<file path="src/rtl/rbd_pkg.sv">
// ----------------------------------------------------------------------------
// rbd_pkg
// Codes, field widths and color temperature tables for the RGB button dimmer.
// ----------------------------------------------------------------------------
package rbd_pkg;

  localparam int LevelW  = 8;
  localparam int KelvinW = 13;
  localparam int TabN    = 73;
  localparam int IdxW    = 7;
  localparam int QuotW   = 7;

  localparam logic [KelvinW-1:0] KelvinLow  = 13'd800;
  localparam logic [KelvinW-1:0] KelvinHigh = 13'd8000;
  localparam logic [QuotW-1:0]   IdxOffset  = 7'd8;
  localparam logic [IdxW-1:0]    IdxLast    = 7'd72;
  localparam logic [12:0]        RecipHund  = 13'd5243;

  typedef enum logic [1:0] {
    ACT_TICK   = 2'd0,
    ACT_CLICK  = 2'd1,
    ACT_DOUBLE = 2'd2,
    ACT_MULTI  = 2'd3
  } action_t;

  typedef enum logic [1:0] {
    BTN_RED   = 2'd0,
    BTN_GREEN = 2'd1,
    BTN_BLUE  = 2'd2,
    BTN_NONE  = 2'd3
  } button_t;

  localparam logic [2:0] CntRestore = 3'd3;
  localparam logic [2:0] CntSave    = 3'd4;
  localparam logic [2:0] CntDefault = 3'd5;

  localparam logic [1:0] CfgDefRed   = 2'd0;
  localparam logic [1:0] CfgDefGreen = 2'd1;
  localparam logic [1:0] CfgDefBlue  = 2'd2;
  localparam logic [1:0] CfgStep     = 2'd3;

  typedef logic [LevelW-1:0] level_t;
  typedef level_t levels_t [3];

  localparam level_t TabRed [TabN] = '{
    255,255,255,255,255,255,255,255,255,255,255,255,
    255,255,255,255,255,255,255,255,255,255,
    255,255,255,255,255,255,255,255,255,255,
    255,255,255,255,255,255,255,255,255,255,
    255,255,255,255,255,255,255,255,255,255,
    255,255,255,255,255,255,255,
    254,249,246,242,239,236,234,231,229,227,226,224,222,221
  };

  localparam level_t TabGreen [TabN] = '{
    45,57,67,77,86,94,101,108,114,120,126,131,
    136,141,146,150,155,159,162,166,170,173,
    177,180,183,186,189,192,195,198,200,203,
    205,208,210,213,215,217,219,221,223,226,
    228,229,231,233,235,237,239,241,242,244,
    246,247,249,251,252,254,255,
    248,246,244,242,240,238,237,236,234,233,232,231,230,229
  };

  localparam level_t TabBlue [TabN] = '{
    0,0,0,0,0,0,0,0,0,0,0,0,
    13,27,39,50,60,70,79,87,95,102,
    109,116,123,129,135,140,146,151,156,161,
    166,170,175,179,183,187,191,195,198,202,
    205,209,212,215,219,222,225,228,231,234,
    236,239,242,244,247,250,252,
    255,255,255,255,255,255,255,255,255,255,255,255,255,255
  };

  // Table row for a temperature: kelvin/100 by reciprocal multiply, minus 8.
  function automatic logic [IdxW-1:0] kelvin_index(input logic [KelvinW-1:0] k);
    logic [25:0]      prod;
    logic [QuotW-1:0] quot;
    logic [QuotW-1:0] diff;
    prod = k * RecipHund;
    quot = prod[25:19];
    diff = quot - IdxOffset;
    if (quot < IdxOffset) begin
      kelvin_index = '0;
    end else if (diff > IdxLast) begin
      kelvin_index = IdxLast;
    end else begin
      kelvin_index = diff;
    end
  endfunction

  function automatic level_t step_level(input level_t lvl, input logic up);
    if (up) begin
      step_level = (lvl == 8'd255) ? lvl : lvl + 8'd1;
    end else begin
      step_level = (lvl == 8'd0) ? lvl : lvl - 8'd1;
    end
  endfunction

endpackage

</file>
<file path="src/rtl/rgb_button_dimmer_with_color_temp_unit.sv">
// ----------------------------------------------------------------------------
// rgb_button_dimmer_with_color_temp_unit
// Button gesture dimmer for three LED channels with a color temperature mode.
// ----------------------------------------------------------------------------
// An accepted input word is registered in the p_ stage and then in the o_ stage to form its result word.
// Throughput: one word per cycle while the output is not stalled; state updates in the cycle of acceptance.
// Temperature moves are stored as kelvin plus a table flag and resolved
// through the color table both on the next state read and at the output stage.
// Reset (rst, synchronous): levels and presets zero, all directions up,
// 800 K, configuration registers to their defaults, both stages empty.
module rgb_button_dimmer_with_color_temp_unit (
  input  logic        clk,
  input  logic        rst,
  input  logic        s_tvalid,
  output logic        s_tready,
  // action[1:0], button[3:2], click_count[6:4], held_mask[9:7], zero fill
  input  logic [15:0] s_tdata,
  output logic        m_tvalid,
  input  logic        m_tready,
  // red_level[7:0], green_level[15:8], blue_level[23:16],
  // temperature_kelvin[36:24], zero fill
  output logic [39:0] m_tdata,
  input  logic        cfg_valid,
  output logic        cfg_ready,
  input  logic [1:0]  cfg_index,
  input  logic [7:0]  cfg_data
);

  rbd_pkg::level_t             dflt [3];
  logic [7:0]                  kstep;

  rbd_pkg::level_t             lvl [3];
  logic                        tab;
  logic [2:0]                  up;
  logic [rbd_pkg::KelvinW-1:0] kelvin;
  rbd_pkg::level_t             preset [3][3];

  rbd_pkg::level_t             lvl_eff [3];
  rbd_pkg::level_t             lvl_next [3];
  logic                        tab_next;
  logic [2:0]                  up_next;
  logic [rbd_pkg::KelvinW-1:0] kelvin_next;
  rbd_pkg::level_t             row_rd [3];
  logic                        save;

  logic                        p_valid;
  rbd_pkg::level_t             p_lvl [3];
  logic                        p_tab;
  logic [rbd_pkg::KelvinW-1:0] p_kelvin;

  logic                        out_load;
  logic                        accept;
  logic [rbd_pkg::IdxW-1:0]    idx_state;
  logic [rbd_pkg::IdxW-1:0]    idx_out;
  rbd_pkg::level_t             o_lvl [3];
  logic [rbd_pkg::KelvinW-1:0] o_kelvin;

  rbd_pkg::action_t            action;
  rbd_pkg::button_t            button;
  logic [2:0]                  click_count;
  logic [2:0]                  held_mask;

  logic [rbd_pkg::KelvinW:0]   k_sum;
  logic [rbd_pkg::KelvinW:0]   k_floor;

  assign action      = rbd_pkg::action_t'(s_tdata[1:0]);
  assign button      = rbd_pkg::button_t'(s_tdata[3:2]);
  assign click_count = s_tdata[6:4];
  assign held_mask   = s_tdata[9:7];

  assign cfg_ready = 1'b1;
  assign out_load  = !m_tvalid || m_tready;
  assign s_tready  = !p_valid || out_load;
  assign accept    = s_tvalid && s_tready;

  assign idx_state = rbd_pkg::kelvin_index(kelvin);
  assign idx_out   = rbd_pkg::kelvin_index(p_kelvin);

  assign k_sum   = {1'b0, kelvin} + {6'd0, kstep};
  assign k_floor = {1'b0, rbd_pkg::KelvinLow} + {6'd0, kstep};

  always_comb begin
    lvl_eff[0] = tab ? rbd_pkg::TabRed[idx_state]   : lvl[0];
    lvl_eff[1] = tab ? rbd_pkg::TabGreen[idx_state] : lvl[1];
    lvl_eff[2] = tab ? rbd_pkg::TabBlue[idx_state]  : lvl[2];
  end

  always_comb begin
    unique case (button)
      rbd_pkg::BTN_GREEN: row_rd = preset[1];
      rbd_pkg::BTN_BLUE:  row_rd = preset[2];
      default:            row_rd = preset[0];
    endcase
  end

  always_comb begin
    lvl_next    = lvl_eff;
    tab_next    = 1'b0;
    up_next     = up;
    kelvin_next = kelvin;
    save        = 1'b0;
    if (button != rbd_pkg::BTN_NONE) begin
      unique case (action)
        rbd_pkg::ACT_TICK: begin
          if (button == rbd_pkg::BTN_RED) begin
            priority if (held_mask[2]) begin
              tab_next = 1'b1;
              kelvin_next = (k_sum > {1'b0, rbd_pkg::KelvinHigh}) ?
                            rbd_pkg::KelvinHigh : k_sum[rbd_pkg::KelvinW-1:0];
            end else if (held_mask[1]) begin
              tab_next = 1'b1;
              kelvin_next = ({1'b0, kelvin} >= k_floor) ?
                            kelvin - {5'd0, kstep} : rbd_pkg::KelvinLow;
            end else begin
              lvl_next[0] = rbd_pkg::step_level(lvl_eff[0], up[0]);
            end
          end else if (!held_mask[0]) begin
            lvl_next[button] = rbd_pkg::step_level(lvl_eff[button], up[button]);
          end
        end
        rbd_pkg::ACT_CLICK: begin
          up_next[button] = !up[button];
        end
        rbd_pkg::ACT_DOUBLE: begin
          lvl_next[button] = '0;
        end
        default: begin
          if (click_count == rbd_pkg::CntRestore) begin
            lvl_next = row_rd;
          end else if (click_count == rbd_pkg::CntSave) begin
            save = 1'b1;
          end else if (click_count == rbd_pkg::CntDefault) begin
            lvl_next[0] = dflt[button];
            lvl_next[1] = dflt[button];
            lvl_next[2] = dflt[button];
          end
        end
      endcase
    end
  end

  always_ff @(posedge clk) begin
    if (rst) begin
      dflt[0] <= 8'd255;
      dflt[1] <= 8'd150;
      dflt[2] <= 8'd50;
      kstep   <= 8'd30;
    end else if (cfg_valid && cfg_ready) begin
      unique case (cfg_index)
        rbd_pkg::CfgDefRed:   dflt[0] <= cfg_data;
        rbd_pkg::CfgDefGreen: dflt[1] <= cfg_data;
        rbd_pkg::CfgDefBlue:  dflt[2] <= cfg_data;
        default:              kstep   <= cfg_data;
      endcase
    end
  end

  always_ff @(posedge clk) begin
    if (rst) begin
      for (int i = 0; i < 3; i++) begin
        lvl[i] <= '0;
        for (int j = 0; j < 3; j++) begin
          preset[i][j] <= '0;
        end
      end
      tab    <= 1'b0;
      up     <= 3'b111;
      kelvin <= rbd_pkg::KelvinLow;
    end else if (accept) begin
      lvl    <= lvl_next;
      tab    <= tab_next;
      up     <= up_next;
      kelvin <= kelvin_next;
      for (int r = 0; r < 3; r++) begin
        if (save && (button == rbd_pkg::button_t'(r))) begin
          preset[r] <= lvl_eff;
        end
      end
    end
  end

  always_ff @(posedge clk) begin
    if (rst) begin
      p_valid  <= 1'b0;
      m_tvalid <= 1'b0;
    end else begin
      if (s_tready) begin
        p_valid <= accept;
      end
      if (out_load) begin
        m_tvalid <= p_valid;
      end
    end
  end

  always_ff @(posedge clk) begin
    if (accept) begin
      p_lvl    <= lvl_next;
      p_tab    <= tab_next;
      p_kelvin <= kelvin_next;
    end
    if (out_load && p_valid) begin
      o_lvl[0] <= p_tab ? rbd_pkg::TabRed[idx_out]   : p_lvl[0];
      o_lvl[1] <= p_tab ? rbd_pkg::TabGreen[idx_out] : p_lvl[1];
      o_lvl[2] <= p_tab ? rbd_pkg::TabBlue[idx_out]  : p_lvl[2];
      o_kelvin <= p_kelvin;
    end
  end

  assign m_tdata = {3'd0, o_kelvin, o_lvl[2], o_lvl[1], o_lvl[0]};

endmodule
</file>
<file path="config.mk">
export PLATFORM = sky130hd
export DESIGN_NAME = rgb_button_dimmer_with_color_temp_unit
export DESIGN_NICKNAME = d
export VERILOG_FILES = /design/src/rtl/rbd_pkg.sv /design/src/rtl/rgb_button_dimmer_with_color_temp_unit.sv
export SDC_FILE = /design/constraint.sdc
export NUM_CORES = 1
export LEC_CHECK = 0
export ABC_AREA = 1
export BUFFER_PORTS_ARGS = -buffer_cell sky130_fd_sc_hd__buf_2
export CORE_MARGIN = 4
export CORE_UTILIZATION = 59
export DETAILED_ROUTE_END_ITERATION = 10
export PLACE_DENSITY = 0.79
export SYNTH_ARGS = -nofsm -noshare
export SYNTH_HDL_FRONTEND = slang
export SYNTH_SLANG_ARGS = --single-unit
export TNS_END_PERCENT = 50
</file>
<file path="constraint.sdc">
create_clock -name clk -period 8 [get_ports clk]
set_input_delay 0.4 -clock clk [delete_from_list [all_inputs] [get_ports clk]]
set_output_delay 0.4 -clock clk [all_outputs]
set_load 0.02 [all_outputs]
</file>
Word-level counts from Yosys, hierarchy flattened:

Memory sizes are Yosys's and may differ from the RTL's.
Cells that the tools add are included.

* bits in registers: 102
* RAM bits: 120
* ROM bits: 6144
* bits of input ports: 31
* output and inout port bits: 43
* logic and storage cells: 196
* memories: 9

* add/subtract/negate cells: 9
* $mul: 2
* magnitude comparators: 12
* equal/unequal tests: 12
* mux-type cells: 104
* bitwise operators: 12
* reductions and logical operators: 21

Memories
* (name not given): words 128, width 8, rd ports 1, clocked after Yosys merged registers in 0, write ports 0, line rgb_button_dimmer_with_color_temp_unit.sv:205 `o_lvl[2] <= p_tab ? rbd_pkg::TabBlue[idx_out] : p_lvl[2];`
* (name not given): words 128, width 8, rd ports 1, clocked after Yosys merged registers in 0, write ports 0, line rgb_button_dimmer_with_color_temp_unit.sv:204 `o_lvl[1] <= p_tab ? rbd_pkg::TabGreen[idx_out] : p_lvl[1];`
* (name not given): words 128, width 8, rd ports 1, clocked after Yosys merged registers in 0, write ports 0, line rgb_button_dimmer_with_color_temp_unit.sv:203 `o_lvl[0] <= p_tab ? rbd_pkg::TabRed[idx_out] : p_lvl[0];`
* (name not given): words 128, width 8, rd ports 1, clocked after Yosys merged registers in 0, write ports 0, line rgb_button_dimmer_with_color_temp_unit.sv:85 `lvl_eff[2] = tab ? rbd_pkg::TabBlue[idx_state] : lvl[2];`
* (name not given): words 128, width 8, rd ports 1, clocked after Yosys merged registers in 0, write ports 0, line rgb_button_dimmer_with_color_temp_unit.sv:84 `lvl_eff[1] = tab ? rbd_pkg::TabGreen[idx_state] : lvl[1];`
* (name not given): words 128, width 8, rd ports 1, clocked after Yosys merged registers in 0, write ports 0, line rgb_button_dimmer_with_color_temp_unit.sv:83 `lvl_eff[0] = tab ? rbd_pkg::TabRed[idx_state] : lvl[0];`
* +3 memories

Operator list (number)
* 8-bit 2-to-1 mux: 37
* 24-bit 2-to-1 mux: 8
* 13-bit 2-to-1 mux: 7
* 24-bit case mux with 3 select lines: 1
* 13-bit by 13-bit multiplier with 26-bit output (second input constant): 2
* 24-bit case mux with 2 select lines: 1
* 1-bit 2-to-1 mux: 39
* 7-bit 2-to-1 mux: 4
* 24-bit AND: 1
* 24-bit bitwise mux: 1
* 24-bit inverter: 1
* 8-bit by 1-bit adder with 8-bit output (second input constant): 2
* 8-bit binary-select mux with 2-bit select: 1
* 8-bit demux with 2-bit select: 1
* 8-bit equality test (second input constant): 2
* 8-bit greater-or-equal comparator (second input constant): 2
* 8-bit zero test: 2
* 16-bit 2-to-1 mux: 1
* 7-bit inverter with 8-bit output: 2
* 8-bit by 1-bit subtractor with 8-bit output (second input constant): 2
* 13-bit by 8-bit adder with 14-bit output: 1
* 14-bit by 13-bit > comparator with 1-bit output (second input constant): 1
* 7-bit > comparator (second input constant): 2
* 7-bit by 4-bit < comparator with 1-bit output (second input constant): 2
* 26 further kinds: 49

Depth between registers and ports, before layout:

* depth in word-level cells: 25
* depth in mapped cells: 55
* depth with buffers taken out: 55

Least setup slack after synthesis:

No wires, ideal clock.

* path type: register to register
* start: reg kelvin[10] (netlist name)
* end: reg p_lvl[0] (netlist name), data pin
* library setup time: 254 ps
* arrival time: 7383 ps
* required time: 7746 ps
* setup slack: 363 ps
* cell stages (with the launch flop): 49
* path buffers: 0
* clock period less this slack: 7637 ps
* path through: dfxtp_1 fa_1 ha_1 inv_1 fa_1 inv_1 fa_1 inv_1 fa_1 inv_1 ha_1 nand2_1 nor2_1 nand2_1 nor2_1 nand2_1 nand3_1 nand2_1 (+13 left out) o21ai_1 nand3_1 nand2_2 inv_2 nand2_1 nand2_2 ha_1 nand3_1 nor2_4 nand2_2 nand2_2 nand2_1 nand2_1 nand3_1 nand2_1 nand2_1 nand2_1 nand2_1

RTL lines
* from (decl): line rgb_button_dimmer_with_color_temp_unit.sv:35 `logic [rbd_pkg::KelvinW-1:0] kelvin;`
* from (signal assigned): line rgb_button_dimmer_with_color_temp_unit.sv:168 `kelvin <= rbd_pkg::KelvinLow;`
* from (signal assigned): line rgb_button_dimmer_with_color_temp_unit.sv:173 `kelvin <= kelvin_next;`
* to (signal assigned): line rgb_button_dimmer_with_color_temp_unit.sv:198 `p_lvl <= lvl_next;`
* to (decl): line rgb_button_dimmer_with_color_temp_unit.sv:47 `rbd_pkg::level_t p_lvl [3];`

Final worst setup path:

* start: reg kelvin[9] (netlist name)
* end: reg lvl[3] (netlist name)

* cells in the longest elaborated chain, start to end: 25
* elaborated cells between the ends (all ways): 42
* those cells by class: add/sub (3); mul (1); order compare (2); eq/ne (1); mux (29); bitwise (2); reduce/logical (1); memory (3)

Ends and longest elaborated chain
* 13-bit by 13-bit multiplier with 26-bit output (*): line rbd_pkg.sv:80 `prod = k * RecipHund;`
* 7-bit by 4-bit subtractor with 7-bit output: line rbd_pkg.sv:82 `diff = quot - IdxOffset;`
* 7-bit > comparator: line rbd_pkg.sv:85 `end else if (diff > IdxLast) begin`
* 7-bit 2-to-1 mux: line rbd_pkg.sv:85
* 7-bit 2-to-1 mux (*): line rbd_pkg.sv:83 `if (quot < IdxOffset) begin`
* 7-bit inverter with 8-bit output (implied by the code) (*): line rgb_button_dimmer_with_color_temp_unit.sv:83, rgb_button_dimmer_with_color_temp_unit.sv:84, rgb_button_dimmer_with_color_temp_unit.sv:85
* memory 128 x 8 bit (on tied branches)
* 8-bit 2-to-1 mux (on tied branches) (3 in a row): line rgb_button_dimmer_with_color_temp_unit.sv:85, rgb_button_dimmer_with_color_temp_unit.sv:83, rgb_button_dimmer_with_color_temp_unit.sv:84
* (+7 left out)
* 8-bit 2-to-1 mux: line rgb_button_dimmer_with_color_temp_unit.sv:105 `if (button == rbd_pkg::BTN_RED) begin`
* 8-bit 2-to-1 mux: line rgb_button_dimmer_with_color_temp_unit.sv:103 `unique case (action)`
* 8-bit 2-to-1 mux: line rgb_button_dimmer_with_color_temp_unit.sv:102 `if (button != rbd_pkg::BTN_NONE) begin`
* 24-bit bitwise mux: line rgb_button_dimmer_with_color_temp_unit.sv:118 `lvl_next[button] = rbd_pkg::step_level(lvl_eff[button], up[button]);`
* 24-bit 2-to-1 mux: line rgb_button_dimmer_with_color_temp_unit.sv:117 `end else if (!held_mask[0]) begin`
* 16-bit 2-to-1 mux: line rgb_button_dimmer_with_color_temp_unit.sv:105
* 24-bit case mux with 3 select lines: line rgb_button_dimmer_with_color_temp_unit.sv:103
* 24-bit 2-to-1 mux (*): line rgb_button_dimmer_with_color_temp_unit.sv:102
* to (signal assigned): line rgb_button_dimmer_with_color_temp_unit.sv:170 `lvl <= lvl_next;`
* to (decl): line rgb_button_dimmer_with_color_temp_unit.sv:32 `rbd_pkg::level_t lvl [3];`

Mark *: on every way between the ends. The rest lies on a longest branch, timed or not. The select of a mux whose other input is x is not followed.
A chain may end at the register's enable or synchronous reset.

==> flow_summary.toml <==
[setup_path]
criticalPathCategory = "register to register"
cp_data_required_time_ns = 8.42
path_max_fanout = 6
slowest_delay_ns = 0.55
end_kind = "register"
cp_slowest_cell = "fa_1"
cpMostUsedCell = "nand2_1"
rr_startpoint = "kelvin[9]$_SDFFE_PP1P_"
start_kind = "register"
cp.arrival_ns = 8.08
cp-startpoint = "kelvin[9]$_SDFFE_PP1P_"
reg2reg_depth = 52

[logic_synthesis]
synth_top_area_share_pct = 22.7
yosysMostFrequentCell = "nand2_1"
synth_area_mm2 = 0.0227
yosysWarnings = 0
synth_cells = 2964
synthTopCellsByArea = "edfxtp_1 (23%), ha_1 (14%), nand2_1 (11%)"
ys_ff_latch = 222
synth_top_cell_by_area = "edfxtp_1"
avgSynthCellArea_um2 = 7.65
ys_types = 64
async_reset_ff_share_pct = 0
yosysSeqAreaShare_pct = 27.2
ys.flop_type = "edfxtp_1"
synth_edf_count = 171
yosys-top-cells-count = "nand2_1 (644), inv_1 (476), nor2_1 (257), ha_1 (251), nand3_1 (219)"

[place]
pre_cts_slack_ns = 0.00120
hpwl_um = 54500
place_congestion = 1.03
numPortBuffers = 63

[global_routing]
grt_first_pass_wirelength_um = 110000
overflow = 0
grt_pass1_vias = 20400
track_usage_pct = 33.2
antenna_found_initial = 0
grt_max_degree = 89

[die]
io_pins = 74
fp-row-count = 71
core_area_mm2 = 0.0378
initial_core_util_pct = 60.0
dieArea_mm2 = 0.0416
die_x_um = 204
die_height_um = 204

[clocking]
h-tree-depth = 1
cts-root-buf = "clkbuf_16"
cts_buffers = 24
clock-sinks = 222
cts_tree = "built"
clk_pin_slew_ns = 0.07
ctsHoldBuffers = 0
clock_tree.buffer_depth = 3
worst_skew_pair.late_latency_ns = 0.56

[sta]
fmax_mhz = 131
maxSlewHeadroom_pct = 15.3
fin_crit_ns = 7.66
final.period_utilization_pct = 95.7
setup_viol = 0
finalHoldViolations = 0
skew_ns = 0.0425
worst_slew_pin_slew_ns = 1.27
worst_slack_ns = 0.342
final_max_slew_viol_count = 0

[run]
drv_cap = 0

[detailed_routing]
drt_wl_total_um = 70700
num_vias = 21100
ant_nets = 0
drt_iter0_drc = 2132
drt_first_pass_iters = 6
avgViaCountPerCell = 5.81
route.detailed.drc = 0
wire_per_inst_um = 19.4

[outcome]
status = "complete, no violations"

[hold_path]
min-delay-start = "cfg_data[3]"
min-delay-path-class = "primary input to register"
worstHoldPathCells = 3

[cells_and_area]
n_fill_cell = 3130
drive_above_1_share_pct = 15.6
diodes = 0
syn2layout_area_growth_pct = 13.1
nets = 3505
[cells in the final DEF (no fill, tap or decap), types with 9 or more instances in the layout]
cell type	count
edfxtp_1	171
nand3_2	29
nor3_1	15
or2_2	11
inv_1	467
o21ai_0	126
o21ai_1	23
dfxtp_1	44
nand4_1	28
a31o_2	14
a21oi_1	140
nand2_1	617
nand3_1	200
o211ai_1	40
nor2_2	16
ha_4	9
xor2_1	36
buf_2	64
inv_2	32
fa_1	116
nor2_1	247
clkbuf_16	24
a221o_1	11
nand2_4	10
a31oi_1	32
ha_1	235
o21ai_2	9
clkinv_1	13
nor2_4	11
nand2_2	53
buf_4	133
[critical path: cells and delay by family (launching register included)]
kind	cells	cell delay [ns]
DFF	1	0.38
adders and majority gates	9	3.08
buffers and inverters	11	1.05
and+or+nand+nor	32	3.01
[area by class of cell]
cell class	count	area [um^2]	area share [%]
multi-input combinational	2137	14600	57.1
sequential	222	6170	24.1
inverter	513	1940	7.57
timing repair buffer	209	1490	5.81
tap	511	639	2.49
clock buffer	29	619	2.42
clock inverter	13	135	0.527
[worst paths after layout]
kind,endpoint,slack (ns)
max,lvl[3]$_SDFFE_PP0P_,0.34
min,dflt[0][3]$_SDFFCE_PP1P_,0.15
max reg2reg,lvl[3]$_SDFFE_PP0P_,0.34
min reg2reg,kstep[3]$_SDFFE_PP1P_,0.51
[sequential cells by signal, summed over array words and instances (netlist names), 3 cells and up]
signal    cells
o_kelvin     13
p_lvl        24
preset       72
dflt         24
kelvin       13
o_lvl        24
lvl          24
kstep         8
up            3
p_kelvin     13
[per-layer routing]
metal | vias up | share of wire (%) | GRT usage [%]
met5 | - | 0 | 0
met3 | 162 | 9.3 | 5.59
met4 | 0 | 3.4 | 10.5
met2 | 958 | 46 | 53.0
met1 | 10000 | 42 | 46.6
li1 | 10000 | - | -
[through the flow]
| step | cell area, um^2 | setup TNS (ns) | hold WS (ns) | std cells | util [%] |
|---|---|---|---|---|---|
| after floorplan | 22700 | 0 | 0.451 | 2966 | - |
| after global placement | 24100 | 0 | 0.475 | 3565 | 63.9 |
| after detailed placement | 24100 | 0 | 0.501 | 3565 | 63.9 |
| after CTS | 24900 | 0 | 0.127 | 3607 | 66.0 |
| after global routing | 25600 | -1.75 | 0.161 | 3634 | 67.9 |
| final | 25600 | 0 | 0.145 | 3634 | 67.9 |
[what timing repair did]
item,4_1_cts,5_1_grt
endpoints found under the setup margin,12,54
gates resized for setup,3,141
pin swaps,0,56
setup buffers,0,26
[kinds of logic after synthesis]
family / count (synthesis) / synth area share [%]
AOI/OAI and AO/OA: 467 / 12.4
adders and majority gates: 367 / 24.1
DFF: 222 / 27.2
xor gates and xnor gates: 40 / 1.55
buffers and inverters: 607 / 10.5
other: 2 / 0.0331
and+or+nand+nor: 1259 / 24.3
Power is not shown: default switching activity piles up to over one toggle a cycle in this logic, so the estimate is an artifact.
